<file path="src/hdl/fat_entry_locator_codec_top_defines.svh">
// ----------------------------------------------------------------------------
// FAT entry locator/codec assertion macros
// Concurrent assertion wrappers sampled on clk_i, quiet while rst_ni is low.
// ----------------------------------------------------------------------------
`ifndef FAT_ENTRY_LOCATOR_CODEC_TOP_DEFINES_SVH
`define FAT_ENTRY_LOCATOR_CODEC_TOP_DEFINES_SVH

`ifndef SYNTHESIS

// property checked at every clock edge outside reset
`define FELC_ASSERT(lbl, prop) \
  lbl: assert property (@(posedge clk_i) disable iff (!rst_ni) (prop)) \
    else $error("felc assertion failed");

// implication checked at every clock edge outside reset
`define FELC_ASSERT_IMP(lbl, ante, cons) \
  lbl: assert property (@(posedge clk_i) disable iff (!rst_ni) (ante) |-> (cons)) \
    else $error("felc implication failed");

`else

`define FELC_ASSERT(lbl, prop)
`define FELC_ASSERT_IMP(lbl, ante, cons)

`endif

`endif

</file>
<file path="src/hdl/felc_pkg.sv">
// ----------------------------------------------------------------------------
// FAT entry locator/codec package
// Shared types, codes and widths for the FAT entry locator and codec.
// ----------------------------------------------------------------------------
package felc_pkg;

  localparam int unsigned ClusterW = 28;
  localparam int unsigned SectorW  = 27;
  localparam int unsigned OffsetW  = 12;
  localparam int unsigned WindowW  = 32;
  localparam int unsigned ByteOffW = 30;
  localparam int unsigned CfgIdxW  = 3;
  localparam int unsigned CfgDataW = 28;

  localparam logic [ClusterW-1:0] FirstDataCluster = 28'd2;

  // operation codes
  typedef enum logic [1:0] {
    OP_SET     = 2'd0,
    OP_ADVANCE = 2'd1,
    OP_READ    = 2'd2,
    OP_WRITE   = 2'd3
  } felc_op_e;

  // entry width codes, code 3 acts as fat32
  typedef enum logic [1:0] {
    KIND_FAT12 = 2'd0,
    KIND_FAT16 = 2'd1,
    KIND_FAT32 = 2'd2
  } felc_kind_e;

  // result status codes
  typedef enum logic [1:0] {
    ST_OK        = 2'd0,
    ST_TOO_WIDE  = 2'd1,
    ST_NOT_DATA  = 2'd2
  } felc_status_e;

  // configuration register indexes
  typedef enum logic [CfgIdxW-1:0] {
    CFG_FAT_KIND         = 3'd0,
    CFG_RESERVED_SECTORS = 3'd1,
    CFG_ACTIVE_FAT       = 3'd2,
    CFG_SECTORS_PER_FAT  = 3'd3,
    CFG_SECTOR_SIZE_LOG2 = 3'd4,
    CFG_TOTAL_CLUSTERS   = 3'd5
  } felc_cfg_idx_e;

  // input item
  typedef struct packed {
    logic [1:0]          operation;
    logic [ClusterW-1:0] cluster_number;
    logic [WindowW-1:0]  window_bytes;
    logic [WindowW-1:0]  write_value;
  } felc_in_t;

  // result item
  typedef struct packed {
    logic [ClusterW-1:0] position_cluster;
    logic [SectorW-1:0]  fat_sector;
    logic [OffsetW-1:0]  byte_offset;
    logic                crosses_sector;
    logic [ClusterW-1:0] entry_value;
    logic [WindowW-1:0]  updated_window;
    logic [3:0]          byte_enables;
    logic [1:0]          status;
  } felc_out_t;

  // item held between the cursor and the codec stage
  typedef struct packed {
    felc_op_e            op;
    logic [ClusterW-1:0] cluster;
    logic [WindowW-1:0]  window;
    logic [WindowW-1:0]  value;
  } felc_stage_t;

  // configuration as seen by the datapath
  typedef struct packed {
    logic [1:0]          kind;
    logic [1:0]          shift_sel;
    logic [SectorW-1:0]  fat_start;
    logic [ClusterW-1:0] total_clusters;
  } felc_cfg_t;

endpackage

</file>
<file path="src/hdl/fat_entry_locator_codec_top.sv">
// ----------------------------------------------------------------------------
// FAT entry locator/codec top level
// Keeps a current cluster, maps it to the FAT sector and byte offset of its
// entry for FAT12/16/32, and decodes or merges entries in a 4-byte window.
//
//   channel   direction  handshake              payload
//   input     in         in_valid_i/in_ready_o  in_data_i   (felc_in_t)
//   result    out        out_valid_o/out_ready_i out_data_o (felc_out_t)
//   config    in         cfg_we_i               cfg_index_i, cfg_wdata_i
//
// One item per cycle while the result output is not stalled; each result
// is registered in the cursor stage and then in the result register.
// The cursor update (set/advance) is done at the input transfer, so
// consecutive items see each other's position without a bubble.
// A stalled output holds its result; the input stays open while the cursor
// stage can move on. Reset restores register defaults and cluster 2.
// ----------------------------------------------------------------------------
module fat_entry_locator_codec_top (
  input  logic                            clk_i,
  input  logic                            rst_ni,
  input  logic                            cfg_we_i,
  input  logic [felc_pkg::CfgIdxW-1:0]    cfg_index_i,
  input  logic [felc_pkg::CfgDataW-1:0]   cfg_wdata_i,
  input  logic                            in_valid_i,
  output logic                            in_ready_o,
  input  felc_pkg::felc_in_t              in_data_i,
  output logic                            out_valid_o,
  input  logic                            out_ready_i,
  output felc_pkg::felc_out_t             out_data_o
);
  import felc_pkg::*;

  logic [1:0]          fat_kind_q;
  logic [15:0]         reserved_sectors_q;
  logic [1:0]          active_fat_q;
  logic [23:0]         sectors_per_fat_q;
  logic [3:0]          sector_size_log2_q;
  logic [ClusterW-1:0] total_clusters_q;
  logic [SectorW-1:0]  fat_start_q;
  logic [SectorW-1:0]  fat_start_d;
  logic [25:0]         fat_base;
  logic [3:0]          log2_rel;
  logic [1:0]          shift_sel;
  felc_cfg_t           cfg;
  felc_stage_t         stage;
  logic                stage_valid;
  logic                stage_pop;

  // configuration register writes
  always_ff @(posedge clk_i or negedge rst_ni) begin
    if (!rst_ni) begin
      fat_kind_q         <= KIND_FAT16;
      reserved_sectors_q <= 16'd1;
      active_fat_q       <= 2'd0;
      sectors_per_fat_q  <= 24'd1;
      sector_size_log2_q <= 4'd9;
      total_clusters_q   <= 28'd65524;
    end else if (cfg_we_i) begin
      unique case (cfg_index_i)
        CFG_FAT_KIND:         fat_kind_q         <= cfg_wdata_i[1:0];
        CFG_RESERVED_SECTORS: reserved_sectors_q <= cfg_wdata_i[15:0];
        CFG_ACTIVE_FAT:       active_fat_q       <= cfg_wdata_i[1:0];
        CFG_SECTORS_PER_FAT:  sectors_per_fat_q  <= cfg_wdata_i[23:0];
        CFG_SECTOR_SIZE_LOG2: sector_size_log2_q <= cfg_wdata_i[3:0];
        CFG_TOTAL_CLUSTERS:   total_clusters_q   <= cfg_wdata_i;
        default: begin
        end
      endcase
    end
  end

  // start of the active fat copy: reserved + active * sectors_per_fat
  always_comb begin
    case (active_fat_q)
      2'd0:    fat_base = '0;
      2'd1:    fat_base = {2'b00, sectors_per_fat_q};
      2'd2:    fat_base = {1'b0, sectors_per_fat_q, 1'b0};
      default: fat_base = {2'b00, sectors_per_fat_q} + {1'b0, sectors_per_fat_q, 1'b0};
    endcase
  end

  assign fat_start_d = {11'd0, reserved_sectors_q} + {1'b0, fat_base};

  always_ff @(posedge clk_i or negedge rst_ni) begin
    if (!rst_ni) begin
      fat_start_q <= SectorW'(1);
    end else begin
      fat_start_q <= fat_start_d;
    end
  end

  // sector size clamped to 512..4096 bytes
  assign log2_rel = sector_size_log2_q - 4'd9;

  always_comb begin
    if (sector_size_log2_q < 4'd9) begin
      shift_sel = 2'd0;
    end else if (sector_size_log2_q > 4'd12) begin
      shift_sel = 2'd3;
    end else begin
      shift_sel = log2_rel[1:0];
    end
  end

  assign cfg.kind           = fat_kind_q;
  assign cfg.shift_sel      = shift_sel;
  assign cfg.fat_start      = fat_start_q;
  assign cfg.total_clusters = total_clusters_q;

  // position tracking and input stage
  felc_cursor u_cursor (
    .clk_i         (clk_i),
    .rst_ni        (rst_ni),
    .cfg_i         (cfg),
    .in_valid_i    (in_valid_i),
    .in_ready_o    (in_ready_o),
    .in_data_i     (in_data_i),
    .stage_pop_i   (stage_pop),
    .stage_valid_o (stage_valid),
    .stage_o       (stage)
  );

  // address mapping, entry codec and result register
  felc_codec u_codec (
    .clk_i         (clk_i),
    .rst_ni        (rst_ni),
    .cfg_i         (cfg),
    .stage_valid_i (stage_valid),
    .stage_i       (stage),
    .stage_pop_o   (stage_pop),
    .out_valid_o   (out_valid_o),
    .out_ready_i   (out_ready_i),
    .out_data_o    (out_data_o)
  );

endmodule

</file>
<file path="src/hdl/felc_cursor.sv">
// ----------------------------------------------------------------------------
// FAT entry locator/codec cursor
// Holds the current cluster, applies set/advance on each input transfer and
// registers the item for the codec stage.
// ----------------------------------------------------------------------------
`include "fat_entry_locator_codec_top_defines.svh"

module felc_cursor (
  input  logic                  clk_i,
  input  logic                  rst_ni,
  input  felc_pkg::felc_cfg_t   cfg_i,
  input  logic                  in_valid_i,
  output logic                  in_ready_o,
  input  felc_pkg::felc_in_t    in_data_i,
  input  logic                  stage_pop_i,
  output logic                  stage_valid_o,
  output felc_pkg::felc_stage_t stage_o
);
  import felc_pkg::*;

  logic                cluster_valid_q;
  logic                stage_valid_d;
  logic [ClusterW-1:0] cluster_q;
  logic [ClusterW-1:0] cluster_d;
  logic [ClusterW-1:0] cluster_inc;
  logic [ClusterW:0]   wrap_point;
  logic                in_accept;
  felc_stage_t         stage_q;

  assign in_ready_o = !cluster_valid_q || stage_pop_i;
  assign in_accept  = in_valid_i && in_ready_o;

  // advance with wrap back to the first data cluster
  assign cluster_inc = cluster_q + ClusterW'(1);
  assign wrap_point  = {1'b0, cfg_i.total_clusters} + {1'b0, FirstDataCluster};

  always_comb begin
    cluster_d = cluster_q;
    case (felc_op_e'(in_data_i.operation))
      OP_SET: begin
        cluster_d = in_data_i.cluster_number;
      end
      OP_ADVANCE: begin
        if ({1'b0, cluster_inc} == wrap_point) begin
          cluster_d = FirstDataCluster;
        end else begin
          cluster_d = cluster_inc;
        end
      end
      default: begin
        cluster_d = cluster_q;
      end
    endcase
  end

  assign stage_valid_d = in_accept || (cluster_valid_q && !stage_pop_i);

  // position state and stage valid
  always_ff @(posedge clk_i or negedge rst_ni) begin
    if (!rst_ni) begin
      cluster_q       <= FirstDataCluster;
      cluster_valid_q <= 1'b0;
    end else begin
      cluster_valid_q <= stage_valid_d;
      if (in_accept) begin
        cluster_q <= cluster_d;
      end
    end
  end

  // stage payload
  always_ff @(posedge clk_i) begin
    if (in_accept) begin
      stage_q.op      <= felc_op_e'(in_data_i.operation);
      stage_q.cluster <= cluster_d;
      stage_q.window  <= in_data_i.window_bytes;
      stage_q.value   <= in_data_i.write_value;
    end
  end

  assign stage_valid_o = cluster_valid_q;
  assign stage_o       = stage_q;

  // the staged item always carries the position that the cursor now holds
  `FELC_ASSERT_IMP(a_stage_matches_cursor, cluster_valid_q && !$past(stage_pop_i) && $past(in_accept), stage_q.cluster == cluster_q)
  `FELC_ASSERT_IMP(a_wrap_skips_end, $past(in_accept) && (stage_q.op == OP_ADVANCE), {1'b0, cluster_q} != $past(wrap_point))

endmodule

</file>
<file path="src/hdl/felc_codec.sv">
// ----------------------------------------------------------------------------
// FAT entry locator/codec result stage
// Maps the staged cluster to FAT sector and byte offset, decodes or encodes
// the entry in the supplied window and registers the result.
// ----------------------------------------------------------------------------
`include "fat_entry_locator_codec_top_defines.svh"

module felc_codec (
  input  logic                  clk_i,
  input  logic                  rst_ni,
  input  felc_pkg::felc_cfg_t   cfg_i,
  input  logic                  stage_valid_i,
  input  felc_pkg::felc_stage_t stage_i,
  output logic                  stage_pop_o,
  output logic                  out_valid_o,
  input  logic                  out_ready_i,
  output felc_pkg::felc_out_t   out_data_o
);
  import felc_pkg::*;

  logic                out_valid_q;
  felc_out_t           out_q;
  felc_out_t           out_d;
  logic [ClusterW-1:0] cl;
  logic [ByteOffW-1:0] byte_off;
  logic [20:0]         sector_rel;
  logic [OffsetW-1:0]  offset;
  logic [OffsetW-1:0]  offset_max;
  logic                is_data;
  logic                odd;
  logic                is_fat12;
  logic                is_fat16;
  logic [WindowW-1:0]  win;
  logic [WindowW-1:0]  val;

  assign cl       = stage_i.cluster;
  assign win      = stage_i.window;
  assign val      = stage_i.value;
  assign odd      = cl[0];
  assign is_fat12 = (cfg_i.kind == KIND_FAT12);
  assign is_fat16 = (cfg_i.kind == KIND_FAT16);

  // entry byte offset: 1.5, 2 or 4 bytes per cluster
  always_comb begin
    if (is_fat12) begin
      byte_off = {2'b00, cl} + {3'b000, cl[ClusterW-1:1]};
    end else if (is_fat16) begin
      byte_off = {1'b0, cl, 1'b0};
    end else begin
      byte_off = {cl, 2'b00};
    end
  end

  // split into sector index and offset for sector sizes 512 to 4096
  always_comb begin
    case (cfg_i.shift_sel)
      2'd0: begin
        sector_rel = byte_off[29:9];
        offset     = {3'b000, byte_off[8:0]};
        offset_max = 12'h1ff;
      end
      2'd1: begin
        sector_rel = {1'b0, byte_off[29:10]};
        offset     = {2'b00, byte_off[9:0]};
        offset_max = 12'h3ff;
      end
      2'd2: begin
        sector_rel = {2'b00, byte_off[29:11]};
        offset     = {1'b0, byte_off[10:0]};
        offset_max = 12'h7ff;
      end
      default: begin
        sector_rel = {3'b000, byte_off[29:12]};
        offset     = byte_off[11:0];
        offset_max = 12'hfff;
      end
    endcase
  end

  // data cluster range check
  assign is_data = (cl >= FirstDataCluster) &&
                   ({1'b0, cl} < ({1'b0, cfg_i.total_clusters} + {1'b0, FirstDataCluster}));

  // result assembly and entry codec
  always_comb begin
    out_d.position_cluster = cl;
    out_d.fat_sector       = cfg_i.fat_start + {6'd0, sector_rel};
    out_d.byte_offset      = offset;
    out_d.crosses_sector   = is_fat12 && (offset == offset_max);
    out_d.entry_value      = '0;
    out_d.updated_window   = win;
    out_d.byte_enables     = 4'h0;
    out_d.status           = is_data ? ST_OK : ST_NOT_DATA;

    if (is_data && (stage_i.op == OP_READ)) begin
      if (is_fat12) begin
        out_d.entry_value = odd ? {16'd0, win[15:4]} : {16'd0, win[11:0]};
      end else if (is_fat16) begin
        out_d.entry_value = {12'd0, win[15:0]};
      end else begin
        out_d.entry_value = win[27:0];
      end
    end else if (is_data && (stage_i.op == OP_WRITE)) begin
      if (is_fat12) begin
        if (odd) begin
          out_d.updated_window = {win[31:16], val[11:0], win[3:0]};
        end else begin
          out_d.updated_window = {win[31:16], win[15:12], val[11:0]};
        end
        out_d.byte_enables = 4'h3;
      end else if (is_fat16) begin
        out_d.updated_window = {win[31:16], val[15:0]};
        out_d.byte_enables   = 4'h3;
      end else if (val[31:28] != 4'h0) begin
        out_d.status = ST_TOO_WIDE;
      end else begin
        out_d.updated_window = {win[31:28], val[27:0]};
        out_d.byte_enables   = 4'hf;
      end
    end
  end

  // output register, refilled as soon as the held result is taken
  assign stage_pop_o = stage_valid_i && (!out_valid_q || out_ready_i);

  always_ff @(posedge clk_i or negedge rst_ni) begin
    if (!rst_ni) begin
      out_valid_q <= 1'b0;
    end else if (stage_pop_o) begin
      out_valid_q <= 1'b1;
    end else if (out_ready_i) begin
      out_valid_q <= 1'b0;
    end
  end

  always_ff @(posedge clk_i) begin
    if (stage_pop_o) begin
      out_q <= out_d;
    end
  end

  assign out_valid_o = out_valid_q;
  assign out_data_o  = out_q;

  // byte enables and decoded values only come with a clean status
  `FELC_ASSERT_IMP(a_be_needs_ok, out_valid_q && (out_q.byte_enables != 4'h0), out_q.status == ST_OK)
  `FELC_ASSERT_IMP(a_entry_needs_ok, out_valid_q && (out_q.entry_value != '0), out_q.status == ST_OK)
  `FELC_ASSERT_IMP(a_no_write_and_read, out_valid_q && (out_q.byte_enables != 4'h0), out_q.entry_value == '0)

endmodule

</file>
<file path="config.mk">
export PLATFORM = sky130hd
export DESIGN_NAME = fat_entry_locator_codec_top
export DESIGN_NICKNAME = d
export VERILOG_FILES = /design/src/hdl/felc_pkg.sv /design/src/hdl/fat_entry_locator_codec_top.sv /design/src/hdl/felc_cursor.sv /design/src/hdl/felc_codec.sv
export VERILOG_INCLUDE_DIRS = /design/src /design/src/hdl
export SDC_FILE = /design/constraint.sdc
export NUM_CORES = 1
export LEC_CHECK = 0
export BUFFER_PORTS_ARGS = -buffer_cell sky130_fd_sc_hd__buf_2
export CORE_MARGIN = 8
export CORE_UTILIZATION = 41
export CTS_CLUSTER_DIAMETER = 40
export CTS_CLUSTER_SIZE = 14
export DETAILED_ROUTE_END_ITERATION = 10
export GPL_TIMING_DRIVEN = 0
export PLACE_DENSITY = 0.66
export SYNTH_ARGS = -nofsm -noshare
export SYNTH_HDL_FRONTEND = slang
export SYNTH_SLANG_ARGS = --single-unit
</file>
<file path="constraint.sdc">
create_clock -name clk_i -period 5.1 [get_ports clk_i]
set_input_delay 0.765 -clock clk_i [delete_from_list [all_inputs] [get_ports clk_i]]
set_output_delay 0.765 -clock clk_i [all_outputs]
set_load 0.01 [all_outputs]
</file>
== Word level (Yosys, flattened, before mapping) ==
Index checks and enable logic that the tools add are counted.
Word-level totals
  register bits after elaboration: 361
  input bits: 130
  output and inout port bits: 136
Cells by class
  $add $sub $neg: 7
  $lt $le $gt $ge: 4
  eq/ne operators: 15
  multiplexer cells: 25
  bitwise gates (word level): 1
  reductions and logical operators: 28
Operator list (number)
  32-bit 2-to-1 mux: 3
  28-bit 2-to-1 mux: 3
  26-bit case mux with 3 select lines: 1
  12-bit case mux with 3 select lines: 2
  34-bit 2-to-1 mux: 2
  21-bit case mux with 3 select lines: 1
  30-bit 2-to-1 mux: 2
  28-bit case mux with 2 select lines: 1
  28-bit by 2-bit adder with 29-bit output, second input constant: 1
  28-bit by 27-bit adder with 29-bit output: 1
  28-bit by 29-bit equality test with 1-bit output: 1
  28-bit by 29-bit < comparator with 1-bit output: 1
  28-bit by 1-bit adder with 28-bit output, second input constant: 1
  28-bit by 2-bit greater-or-equal comparator with 1-bit output, second input constant: 1
  16-bit by 26-bit adder with 27-bit output: 1
  27-bit by 21-bit adder with 27-bit output: 1
  24-bit by 25-bit adder with 26-bit output: 1
  16-bit 2-to-1 mux: 1
  12-bit equality test: 1
  12-bit 2-to-1 mux: 1
  2-bit 2-to-1 mux: 6
  2-bit AND reduction: 6
  2-bit by 1-bit equality test with 1-bit output, second input constant: 4
  2-bit equality test, second input constant: 4
  other kinds (17): 33

== Depth between registers and ports, before layout ==
  word-level depth: 9
  depth in mapped cells: 26
  mapped depth without buffers: 26

== Hierarchy ==
A second synthesis with hierarchy kept.
Second synthesis, totals
  cells, all modules: 2237
  area, all modules: 23171.0 um^2
Modules (own cells, without submodules)
  felc_codec: instances 1, cells an instance 1006, area each 10038.4 um^2
  felc_cursor: instances 1, cells an instance 654, area each 6857.8 um^2
  fat_entry_locator_codec_top: instances 1, cells an instance 577, area each 6274.8 um^2

== Least setup slack after synthesis ==
Ideal clock, no wire load.
  path type: reg-to-reg
  start: register u_cursor.stage_q (netlist bit u_cursor.stage_o[72])
  end: register u_codec.out_q (netlist bit u_codec.out_data_o[102]), data pin
  setup time: 258 ps
  arrival time: 4715 ps
  data required time: 4842 ps
  slack: 127 ps
  stages on the path, launching flop included: 23
  path through: edfxtp_1 inv_1 ha_1 clkbuf_1 nor3b_1 a2111oi_0 nand3_1 a41o_1 xnor2_1 a222oi_1 nor2_1 o32a_1 ha_1 a21o_1 a21o_1 a21oi_1 a21boi_0 nor2b_1 a21oi_1 a311o_1 o21ai_0 nand3_1 xnor2_1
RTL lines
  start: declaration: line felc_cursor.sv:28  | felc_stage_t stage_q;
  end signal: assignment: line felc_codec.sv:138  | out_q <= out_d;
  end: declaration: line felc_codec.sv:22  | felc_out_t out_q;

==> summary.md <==
| Metric | Value |
|---|---|
| Post-synth cell types | `82` |
| Peak Freq | `between 0.15 and 0.2 GHz` |
| Die Y-Extent | `around 250 microns` |
| Iteration-0 DRC Markers | `~1800` |
| GP Congestion | `~0.9` |
| Failing checks | `setup timing` |
| Reg2Reg Setup Slack | `-0.05 ns` |
| Final WL | `~73000 microns` |
| Worst Tran Pin Value | `1.26 ns` |
| Worst reg2reg path depth | `22` |
| Post-Syn Nets | `roughly 2300` |
| Synthesized area | `roughly 22000 sq um` |
| Max-Cap Viols | `0` |
| Top cells by count, synth | `edfxtp_1 (226), nand2_1 (162), ha_1 (140), nor2_1 (118), dfrtp_1 (113)` |
| TNS Setup | `-0.200 ns` |
| H-tree depth | `3` |
| Final hold vios | `0` |
| Number of synthesized flops with an enable pin | `226` |
| Final core utilization | `0.527` |
| Area Growth Syn to Fin | `28.0%` |
| Root buffer cell | `clkbuf_16` |
| Worst-Skew Late Latency | `slightly above 0.6 ns` |
| DP HPWL | `between 50000 and 60000 microns` |
| Layout cell share with drive strength beyond 1 | `0.291` |
| Seq/Total Area, Yosys | `0.460` |
| First-pass GRT wire length | `around 110000 microns` |
| Grt ovf | `0` |
| Top-count cell post-synth | `edfxtp_1` |
| Die area | `61400 sq um` |
| CTS buffer count | `66` |
| Die W | `between 200 and 250 microns` |
| Synth top area cells | `edfxtp_1 (31%), dfrtp_1 (13%), ha_1 (8.0%)` |
| Clk buf depth | `3` |
| CP Data Required Time | `around 5.4 ns` |
| Pleak | `between 10 and 15 nW` |
| Initial Util | `0.412` |
| Synth top area share | `0.308` |
| Vias | `about 19000` |
| Worst setup startpoint | `u_cursor.stage_o[74]` |
| RSZ-0062 raised after global routing | `true` |
| Setup Crit Path Kind | `register to register` |
| Per-cell routed wire length | `about 22 microns` |
| Final period util | `1.01` |
| Total Routing Usage GR | `0.229` |
| Avg Inst Size Synth | `about 11 sq um` |
| Yosys top cell by area | `edfxtp_1` |
| CP Launch Type | `register` |
| Vias/cell | `5.82` |
| Final setup vio count | `6` |
| Pwr dens | `543 nW/um^2` |
| DR DRC count | `0` |
| Initial antenna violation count | `3` |
| Crit Reg-Reg Endpoint | `u_codec.out_data_o[101]` |
| CTS tree | `built` |
| Row count | `85` |
| TritonRoute pass-1 iters | `7` |
| Max VDD drop | `around 0.30 mV` |
| Core area | `roughly 53000 sq um` |
| Layout Skew | `between 0.03 and 0.04 ns` |
| Synth Register Bits | `about 360` |
| Slew Limit Headroom | `0.148` |
| Clock sinks | `359` |
| Boundary pin count | `~270` |
| Number of global-route vias before repair | `between 15000 and 20000` |
| Final worst setup slack | `-0.0476 ns` |
| Crit-path max FO | `4` |
| Async set-reset flop share out of synthesis | `0.370` |
| Min Tclk post-route | `approximately 5.1 ns` |
| CTS clk-pin slew, worst paths | `0.05 ns` |
| Status | `finished with violations` |
| CP endpoint kind | `register` |
| Routed Antenna Nets | `0` |
| Ys flop type | `edfxtp_1` |
| Cells after Synth | `between 2000 and 2500` |
| WP data arrival | `5.48 ns` |
| YS warnings | `0` |
| Critical R2R Launch | `u_cursor.stage_o[74]` |
| IO buf count | `approximately 270` |
| Final slew viol count | `0` |
| Largest net degree at the start of global routing | `97` |
| Hold crit path type | `input port to async pin` |
| Nets@finish | `between 2000 and 3000` |
[sequential cells by signal, indices dropped and copies added, names as in the netlist]
name and count:
active_fat_q 2, fat_kind_q 2, fat_start_q 27, reserved_sectors_q 16, sector_size_log2_q 4, sectors_per_fat_q 24, total_clusters_q 28, u_codec.out_data_o 132
u_codec.out_valid_o 1, u_cursor.cluster_q 28, u_cursor.stage_o 94, u_cursor.stage_valid_o 1
[power by group]
group | internal (mW) | switching [mW]
Sequential | 3.85 | 0.462
Clock | 3.03 | 1.64
Combinational | 2.81 | 3.51
[metal layers]
metal,track usage,up-vias,part of all wire
li1,-,8711,-
met1,0.300,9216,0.42
met2,0.366,829,0.46
met3,0.0452,186,0.079
met4,0.0977,6,0.040
met5,0,-,0.00046
[area by class of cell]
cell class / count / area, sq um
fillers: 4657 / 25300
multi-input cells: 1535 / 11800
flip-flops and latches: 359 / 10100
repair buffers: 369 / 2200
clock buffers: 76 / 1740
well taps: 696 / 871
clock inverters: 45 / 666
plain buffers: 86 / 367
inverters: 90 / 344
diodes: 1 / 2.50
[worst max-delay path, stage by stage (launching register included)]
cell	delay [ns]
edfxtp_1	0.55
buf_6	0.19
ha_4	0.23
a21o_1	0.20
a2111oi_4	0.39
nand3_2	0.19
a41o_4	0.33
a31oi_4	0.18
mux2i_2	0.29
a21oi_1	0.11
a221oi_2	0.23
o31a_1	0.25
ha_4	0.23
a21o_1	0.17
a21o_1	0.18
a21oi_2	0.15
o21ai_2	0.09
nor3_2	0.19
nand3_2	0.15
a31oi_4	0.18
o21a_1	0.19
nand2b_1	0.13
xnor2_1	0.07
[per-stage QoR]
stage | cells | power, mW | area (sq um) | hold slack [ns] | setup slack, ns
finish | 3257 | 15.3 | 28200 | 0.0921 | -0.0476
global route | 3256 | 16.1 | 28200 | 0.0990 | -0.201
CTS | 3229 | 14.9 | 27700 | 0.0782 | -0.00532
detailed placement | 3038 | 9.62 | 24300 | 0.407 | -1.32
global placement | 3035 | 9.51 | 24200 | 0.402 | -1.31
floorplan | 2074 | 8.05 | 22000 | 0.400 | 0.127
[cell usage in the layout, fill, tap and decap left out, drive strengths merged, types with 101 or more instances in the layout]
cell and instances:
buf 383, edfxtp 226, nand2 163, clkbuf 148, ha 140, nor2 118
dfrtp 113, mux2 112, a21oi 110, o21ai 102, inv 101
[worst max-delay path by stage]
stage / endpoint / slack [ns]
2_1_floorplan: u_codec.out_data_o[102] / 0.13
3_3_place_gp: u_codec.out_data_o[102] / -1.31
5_1_grt: u_codec.out_data_o[102] / -0.20
4_1_cts: u_codec.out_data_o[102] / -0.005
6_report: u_codec.out_data_o[101] / -0.05
3_5_place_dp: u_codec.out_data_o[100] / -1.32
[timing repair]
item | in CTS | in global routing
cloned | 0 | 0
hold buffers | 0 | 0
resized for setup | 98 | 65
buffers inserted | 72 | 30
setup endpoints to repair | 53 | 79
pin swaps | 43 | 53
[kinds of logic (layout without fill, tap and decap cells)]
family                   after synthesis  count (layout)  share of synthesized area
AND/OR/NAND/NOR                      578             578                      0.132
AO/OA/AOI/OAI                        535             535                      0.165
flip-flops                           359             359                      0.460
buffers and inverters                180             666                     0.0321
adder cells (fa/ha/maj)              144             144                     0.0832
multiplexers                         143             143                     0.0714
XOR/XNOR                             135             135                     0.0556
other                                  0               1                          0
(Power assumes the default switching activity.)
